==> src/rtl/core/lbfv_pkg.sv <==
`default_nettype none
package lbfv_pkg;

  localparam int DATA_W = 32;
  localparam int VEL_W  = 16;
  localparam int COEF_W = 34;
  localparam int DIV_W  = 63;
  localparam int DVS_W  = 32;

  localparam int GAMMA_LIMIT = 1024;
  localparam logic [31:0] ONE_Q16 = 32'h0001_0000;
  localparam logic [31:0] G_CLAMP = 32'(GAMMA_LIMIT * 65536);

  typedef logic signed [DATA_W-1:0] data_t;
  typedef logic signed [VEL_W-1:0]  vel_t;
  typedef logic signed [COEF_W-1:0] coef_t;

  // register map, word index
  typedef logic [1:0] reg_idx_t;
  localparam reg_idx_t REG_VEL_X = 2'd0;
  localparam reg_idx_t REG_VEL_Y = 2'd1;
  localparam reg_idx_t REG_VEL_Z = 2'd2;

  // c00, cross terms c0i, space block (11,22,33,12,13,23)
  typedef struct packed {
    coef_t       c00;
    coef_t [2:0] ce;
    coef_t [5:0] cs;
    logic        clamped;
    logic        ready;
  } coef_set_t;

  typedef struct packed {
    logic             start;
    logic             clr;
    logic [DIV_W-1:0] dividend;
    logic [DVS_W-1:0] divisor;
  } div_req_t;

  typedef struct packed {
    logic             done;
    logic [DIV_W-1:0] quo;
  } div_rsp_t;

endpackage
`default_nettype wire

==> src/rtl/core/lbfv_div.sv <==
`default_nettype none
module lbfv_div (
  input  wire                  clk,
  input  wire                  rst_n,
  input  lbfv_pkg::div_req_t   req,
  output lbfv_pkg::div_rsp_t   rsp
);
  import lbfv_pkg::*;

  logic             busy_r;
  logic             done_r;
  logic [5:0]       cnt_r;
  logic [DIV_W-1:0] quo_r;
  logic [DVS_W-1:0] rem_r;
  logic [DVS_W-1:0] dvs_r;

  logic [DVS_W:0]   sh;
  logic [DVS_W:0]   diff;
  logic             ge;
  logic [DVS_W-1:0] rem_nxt;
  logic [DIV_W-1:0] quo_nxt;

  // restoring division, one quotient bit per cycle
  always_comb begin
    sh      = {rem_r, quo_r[DIV_W-1]};
    diff    = sh - {1'b0, dvs_r};
    ge      = (sh >= {1'b0, dvs_r});
    rem_nxt = ge ? diff[DVS_W-1:0] : sh[DVS_W-1:0];
    quo_nxt = {quo_r[DIV_W-2:0], ge};
  end

  always_ff @(posedge clk) begin
    if (!rst_n || req.clr) begin
      busy_r <= 1'b0;
      done_r <= 1'b0;
    end else begin
      done_r <= 1'b0;
      if (req.start) begin
        busy_r <= 1'b1;
        cnt_r  <= '0;
        quo_r  <= req.dividend;
        rem_r  <= '0;
        dvs_r  <= req.divisor;
      end else if (busy_r) begin
        quo_r <= quo_nxt;
        rem_r <= rem_nxt;
        cnt_r <= cnt_r + 6'd1;
        if (cnt_r == 6'(DIV_W - 1)) begin
          busy_r <= 1'b0;
          done_r <= 1'b1;
        end
      end
    end
  end

  assign rsp.done = done_r;
  assign rsp.quo  = quo_r;

endmodule
`default_nettype wire

==> config.mk <==
export PLATFORM = sky130hd
export DESIGN_NAME = lbfv_div
export DESIGN_NICKNAME = d
export VERILOG_FILES = /design/src/rtl/core/lbfv_pkg.sv /design/src/rtl/core/lbfv_div.sv
export SDC_FILE = /design/constraint.sdc
export NUM_CORES = 1
export LEC_CHECK = 0
export BUFFER_PORTS_ARGS = -buffer_cell sky130_fd_sc_hd__buf_4
export CAP_MARGIN = 20
export CORE_MARGIN = 5
export CORE_UTILIZATION = 55
export DETAILED_ROUTE_END_ITERATION = 12
export PLACE_DENSITY = 0.82
export SYNTH_ARGS = -nofsm -noshare
export SYNTH_HDL_FRONTEND = slang
export SYNTH_SLANG_ARGS = --single-unit
==> constraint.sdc <==
create_clock -name clk -period 10.2 [get_ports clk]
set_input_delay 2.04 -clock clk [delete_from_list [all_inputs] [get_ports clk]]
set_output_delay 2.04 -clock clk [all_outputs]
set_load 0.01 [all_outputs]
==> impl_metrics.tcl, run 1 <==
set metrics [dict create \
    status "complete, no violations" \
    drc 0 \
    ys_types 60 \
    postCtsSetupBuffers 0 \
    slowest_delay_ns 0.79 \
    path_delay_family "buffers and inverters" \
    drt-met1-wl_mm 7.22 \
    yosys-top-cells-area "edfxtp_1, mux2_2, ha_1" \
    powerDensity_nw_per_um2 162 \
    skew_ns 0.0108 \
    hold_ws_ns 0.551 \
    period_share_pct 35.2 \
    tightest_slew_ns 0.945 \
    r2r-start "rem_r[2]$_SDFFCE_PP0P_" \
    min_path_type "reg2reg" \
    report.final.setup_viol 0 \
    slew_headroom_pct 37.0 \
    grt_pass1_vias 5633 \
    cts_sinks 135 \
    yosysMostFrequentCell "edfxtp_1" \
    antenna_cells 0 \
    yosysSeqAreaShare_pct 54.8 \
    portBuffers 162 \
    hold_end "done_r$_SDFF_PP0_" \
    met3_length_mm 1.44 \
    routed.top_layer "met4" \
    synth_edf_count 133 \
    syn_area_sq_um 7350 \
    initial_core_util_pct 55.8 \
    yosys.area.top_type_share_pct 54.3 \
    yosysWarnings 0 \
    clkLatencyLatePin_ns 0.43 \
    clockRootBuffer "clkbuf_16" \
    rows 42 \
    wl_per_cell_microns 18.8 \
    h-tree-depth 4 \
    syn_nets 737 \
    hpwl_mm 12.9 \
    ys_ff_latch 135 \
    cp_num_buf_inv 2 \
    die-area_sq_um 15800 \
    cts_resized 0 \
    antenna_found_initial 0 \
    cp_slowest_cell "buf_4" \
    crit_type "in2reg" \
    cts_buffers 17 \
    synthTopCellsByCount "edfxtp_1, mux2_2, nor2_1" \
    io_pins 163 \
    layout-drive-gt1-share_pct 34.9 \
    fmax_mhz 278 \
    hold_path_depth 2 \
    grt_pass1_wl_mm 28.5 \
    cp-start-kind "input port" \
    ant_nets 0 \
    avgSynthCellArea_sq_um 12.2 \
    cp_data_required_time_ns 10.25 \
    max-vdd-ir-drop_mv 0.117 \
    clkTransAtPathRegs_ns 0.06 \
    synth_top_area_cell "edfxtp_1" \
    dr.pass1.iters 5 \
    synthCells 603 \
    nets 894 \
    vias_per_cell 5.59 \
    ys_dominant_reg_cell "edfxtp_1" \
    grtUsageTotal_pct 22.9 \
    cp_common_cell "buf_4" \
    leakage_nw 3.85 \
    worstPathCellList "buf_4 > nor2b_1 > o21a_4 > buf_4" \
    die_w_microns 126 \
    hp-start "busy_r$_SDFF_PN0_" \
    grt_setup_unrepaired "false" \
    grt_overflow 0 \
    gp_congestion 0.911 \
    route.final.wire_length_mm 17.8 \
    grt_max_degree 83 \
    core_area_sq_um 13200 \
    path_max_fanout 70 \
    cts-hold-fix-buffers 0 \
    r2r-end "rem_r[21]$_SDFFCE_PP0P_" \
    cts_tree "done" \
    maxCapViolCount 0 \
    vias 5303 \
    slew_viol_final 0 \
    wl_met2_mm 8.73 \
    crit_path_end_kind "register" \
    async_flop_share_pct 0 \
    min_period_ns 3.59 \
    syn_to_final_growth_pct 26.3 \
    r2r_cells 11 \
    rrSetupSlack_ns 6.78 \
    cp.arrival_ns 3.64 \
    die_y_microns 126 \
    first_iter_violations 396 \
    timing.setup.tns_ns 0 \
    hold_viol 0 \
    cts_buffer_depth 2 \
]
-- through the flow --
stage | utilization [%] | power [W] | instance area (sq um) | cells | worst slack, ns
6_report | 70.4 | 0.00150 | 9290 | 949 | 6.61
5_1_grt | 70.4 | 0.00156 | 9290 | 949 | 6.48
4_1_cts | 70.4 | 0.00151 | 9290 | 949 | 6.60
3_5_place_dp | 65.9 | 0.000890 | 8690 | 917 | 6.14
3_3_place_gp | 65.9 | 0.000884 | 8690 | 917 | 6.22
2_1_floorplan | - | 0.000814 | 7350 | 603 | 4.59
-- logic make-up after synthesis --
family	synth area share, %
buffers and inverters	4.03
flip-flops	54.8
adder cells (fa/ha/maj)	6.06
XOR/XNOR	3.81
AND/OR/NAND/NOR	8.39
multiplexers	13.0
AO/OA/AOI/OAI	9.83
-- power breakdown --
group | total (W) | switching [W] | internal [W]
combinational | 0.000227 | 0.000116 | 0.000111
sequential | 0.000654 | 0.0000125 | 0.000641
clock | 0.000620 | 0.000253 | 0.000367
-- metal layers --
| layer | track usage (%) | vias up |
|---|---|---|
| met4 | 8.48 | 0 |
| li1 | - | 2534 |
| met2 | 37.6 | 180 |
| met3 | 9.31 | 36 |
| met1 | 27.2 | 2553 |
| met5 | 0 | - |
-- worst register-to-register path: cells and delay by family, from the launching register on --
family,cells,cell delay [ns]
and+or+nand+nor,3,0.35
buffers and inverters,1,0.48
muxes,1,0.29
adders and majority gates,1,0.40
DFF,1,0.41
AOI/OAI and AO/OA,5,1.23
-- worst max path at each step --
stage,slack (ns),start,endpoint,cells past startpoint
floorplan,4.59,req[96],cnt_r[0]$_SDFFCE_PP0P_,4
global placement,6.22,req[95],quo_r[48]$_DFFE_PP_,4
detailed placement,6.14,req[95],quo_r[43]$_DFFE_PP_,4
CTS,6.60,req[95],quo_r[43]$_DFFE_PP_,4
global route,6.48,rem_r[2]$_SDFFCE_PP0P_,rem_r[21]$_SDFFCE_PP0P_,11
finish,6.61,req[95],quo_r[31]$_DFFE_PP_,4
-- registers in the layout (all words and copies together), names as in the netlist --
signal / count
quo_r: 63
busy_r: 1
done_r: 1
dvs_r: 32
cnt_r: 6
rem_r: 32
-- cell type report --
| cell class | instances | area (sq um) |
|---|---|---|
| clock buffers | 18 | 429 |
| well taps | 176 | 220 |
| repair buffers | 166 | 1250 |
| flip-flops and latches | 135 | 4030 |
| multi-input cells | 398 | 3030 |
| inverters | 42 | 158 |
| clock inverters | 14 | 168 |
| fillers | 902 | 3900 |
-- layout by cell type (no fill, tap or decap), drive strengths merged, types with 5 or more instances in the layout --
| master | Yosys | routed |
|---|---|---|
| a21o | 9 | 9 |
| a21oi | 35 | 35 |
| buf | 15 | 166 |
| clkbuf | 13 | 18 |
| edfxtp | 133 | 133 |
| ha | 34 | 34 |
| inv | 42 | 47 |
| mux2 | 62 | 62 |
| mux2i | 26 | 26 |
| nand2 | 35 | 35 |
| nand3 | 6 | 6 |
| nand4 | 8 | 8 |
| nor2 | 52 | 52 |
| nor2b | 5 | 5 |
| nor3 | 7 | 7 |
| o21a | 7 | 7 |
| o21ai | 26 | 26 |
| xnor2 | 17 | 17 |
| xor2 | 15 | 15 |
No activity file was read; power rests on OpenSTA's default activity.
==> run 2: changes to the inputs <==
--- a/config.mk
+++ b/config.mk
@@ -5,12 +5,13 @@
 export SDC_FILE = /design/constraint.sdc
 export NUM_CORES = 1
 export LEC_CHECK = 0
+export ABC_AREA = 1
 export BUFFER_PORTS_ARGS = -buffer_cell sky130_fd_sc_hd__buf_4
 export CAP_MARGIN = 20
 export CORE_MARGIN = 5
 export CORE_UTILIZATION = 55
 export DETAILED_ROUTE_END_ITERATION = 12
-export PLACE_DENSITY = 0.82
+export PLACE_DENSITY = 0.8
 export SYNTH_ARGS = -nofsm -noshare
 export SYNTH_HDL_FRONTEND = slang
 export SYNTH_SLANG_ARGS = --single-unit
==> constraint.sdc (replaced) <==
create_clock -name clk -period 3.5 [get_ports clk]
set_input_delay 0.7 -clock clk [delete_from_list [all_inputs] [get_ports clk]]
set_output_delay 0.7 -clock clk [all_outputs]
set_load 0.01 [all_outputs]
==> impl_metrics.tcl, run 2 <==
set metrics [dict create \
    status "complete, no violations" \
    timing.setup.tns_ns 0 \
    vias_per_cell 4.97 \
    cts_buffer_depth 2 \
    crit_path_end_kind "register" \
    leakage_nw 5.48 \
    period_share_pct 84.8 \
    grt_overflow 0 \
    max-vdd-ir-drop_mv 0.365 \
    placedCellCount 1463 \
    cp.arrival_ns 3.15 \
    dr.pass1.iters 7 \
    clkLatencyLatePin_ns 0.43 \
    wl_per_cell_microns 15.0 \
    initial_core_util_pct 56.0 \
    postCtsSetupBuffers 0 \
    crit_type "reg2reg" \
    grt_max_degree 70 \
    min_period_ns 2.97 \
    min_path_type "in2reg" \
    r2r-end "rem_r[21]$_SDFFCE_PP0P_" \
    tightest_slew_ns 0.974 \
    synth_xor_area_share_pct 1.75 \
    syn_to_final_growth_pct 22.8 \
    io_pins 163 \
    layout-drive-gt1-share_pct 18.2 \
    yosys.area.top_type_share_pct 46.9 \
    synthTopCellsByCount "nand2_1, inv_1, edfxtp_1" \
    r2r_cells 13 \
    cts_sinks 135 \
    synth_compound_area_share_pct 1.37 \
    gp_congestion 0.990 \
    cts_tree "done" \
    hold_end "dvs_r[8]$_DFFE_PP_" \
    synthMuxAreaShare_pct 0 \
    core_area_sq_um 15200 \
    slew_headroom_pct 34.9 \
    hold_viol 0 \
    grt_setup_unrepaired "false" \
    yosys.area_share.simple_pct 33.6 \
    hp-start "req[8]" \
    hold_ws_ns 0.439 \
    syn_area_sq_um 8510 \
    die_y_microns 134 \
    top_register "quo_r" \
    avgSynthCellArea_sq_um 7.51 \
    nets 1428 \
    cp_data_required_time_ns 3.68 \
    r2r-start "rem_r[19]$_SDFFCE_PP0P_" \
    cts_resized 0 \
    multi_input_area_sq_um 3590 \
    top_regs "quo_r: 63 flops, dvs_r: 32 flops, rem_r: 32 flops" \
    final_common_cell "nand2_1" \
    largest_reg_flops 63 \
    report.final.setup_viol 0 \
    route.final.wire_length_mm 22.5 \
    rrSetupSlack_ns 0.53 \
    drc 0 \
    clkTransAtPathRegs_ns 0.06 \
    nFillCells 1275 \
    cts_buffers 17 \
    yosys.area_share.adder_pct 5.23 \
    grtUsageTotal_pct 25.2 \
    fmax_mhz 337 \
    ys_dominant_reg_cell "edfxtp_1" \
    path_max_fanout 23 \
    final_cell_mix "nand2_1, inv_1, buf_4" \
    cp-start-kind "register" \
    h-tree-depth 4 \
    synthCells 1133 \
    skew_ns 0.00995 \
    ff_latch_area_sq_um 4030 \
    powerDensity_nw_per_um2 427 \
    yosysWarnings 0 \
    synth_edf_count 133 \
    final.setup.worst_slack_ns 0.531 \
    grt_pass1_vias 7253 \
    yosysSeqAreaShare_pct 47.4 \
    clockRootBuffer "clkbuf_16" \
    die_w_microns 134 \
    grt_pass1_wl_mm 35.6 \
    cts-hold-fix-buffers 0 \
    die-area_sq_um 18100 \
    yosys-top-cells-area "edfxtp_1, nand2_1, inv_1" \
    ys_types 32 \
    synth_top_area_cell "edfxtp_1" \
    preCtsSetupSlack_ns 0.533 \
    layoutNonFillerInstCount 1495 \
    vias 7435 \
    slew_viol_final 0 \
    yosysMostFrequentCell "nand2_1" \
    ant_nets 0 \
    synth_top_family_by_area "simple AND/OR/NAND/NOR gates" \
    portBuffers 162 \
    hpwl_mm 17.0 \
    async_flop_share_pct 0 \
    antenna_found_initial 0 \
    syn_nets 1267 \
    first_iter_violations 420 \
    ys_ff_latch 135 \
    maxCapViolCount 0 \
    antenna_cells 0 \
    hold_path_depth 1 \
    final_core_util_pct 68.8 \
    rows 45 \
]
-- run 2: stage by stage --
stage                     cell area, sq um  power, W
after floorplan                       8520   0.00244
after global placement                9880   0.00269
after detailed placement              9880   0.00271
after CTS                            10500   0.00447
after global routing                 10500   0.00466
final                                10500   0.00446
-- run 2: final cells by class --
cell class                 count  area share [%]
sequential                   135            38.6
multi-input combinational    770            34.3
timing repair buffer         169            12.1
inverter                     201            7.22
clock buffer                  18            4.10
tap                          188            2.25
clock inverter                14            1.42
-- run 2: worst max-delay path, cell delays in order (launching register included) --
cell and delay, ns:
edfxtp_1 0.40, ha_1 0.39, nand2_2 0.13, inv_2 0.03, nand2_1 0.05, nand2_1 0.06
nand2_1 0.06, nand2_1 0.06, nand2_1 0.09, nand3_2 0.10, nor2_4 0.61, nand2_2 0.45
nor2_1 0.20, nor2_1 0.07
-- run 2: logic make-up (layout without fill, tap and decap cells) --
logic type      count (synthesis)  after routing
compound gates                 22             22
fa+ha+maj                      35             35
flops                         135            135
xor+xnor                       17             17
simple gates                  696            696
buf+inv                       228            402
-- run 2: worst max path at each step --
stage	start	endpoint	slack (ns)	cells past startpoint
6_report	rem_r[19]$_SDFFCE_PP0P_	rem_r[21]$_SDFFCE_PP0P_	0.53	13
5_1_grt	rem_r[19]$_SDFFCE_PP0P_	rem_r[19]$_SDFFCE_PP0P_	0.29	13
3_3_place_gp	rem_r[23]$_SDFFCE_PP0P_	rem_r[20]$_SDFFCE_PP0P_	0.64	13
3_5_place_dp	rem_r[19]$_SDFFCE_PP0P_	rem_r[21]$_SDFFCE_PP0P_	0.53	13
4_1_cts	rem_r[23]$_SDFFCE_PP0P_	rem_r[21]$_SDFFCE_PP0P_	0.54	13
2_1_floorplan	req[96]	cnt_r[0]$_SDFFCE_PP0P_	0.22	4
-- run 2: report_power, final --
group          internal [W]  switching (W)
logic              0.000301       0.000466
registers           0.00188      0.0000363
clock network       0.00105       0.000730
total               0.00323        0.00123
-- run 2: metal layers --
metal | wire, microns | GRT usage (%) | up-vias
met5 | 0 | 0 | -
met4 | 515 | 8.31 | 0
met3 | 1770 | 8.55 | 40
met2 | 11200 | 44.1 | 218
met1 | 8990 | 29.1 | 3386
li1 | - | - | 3791
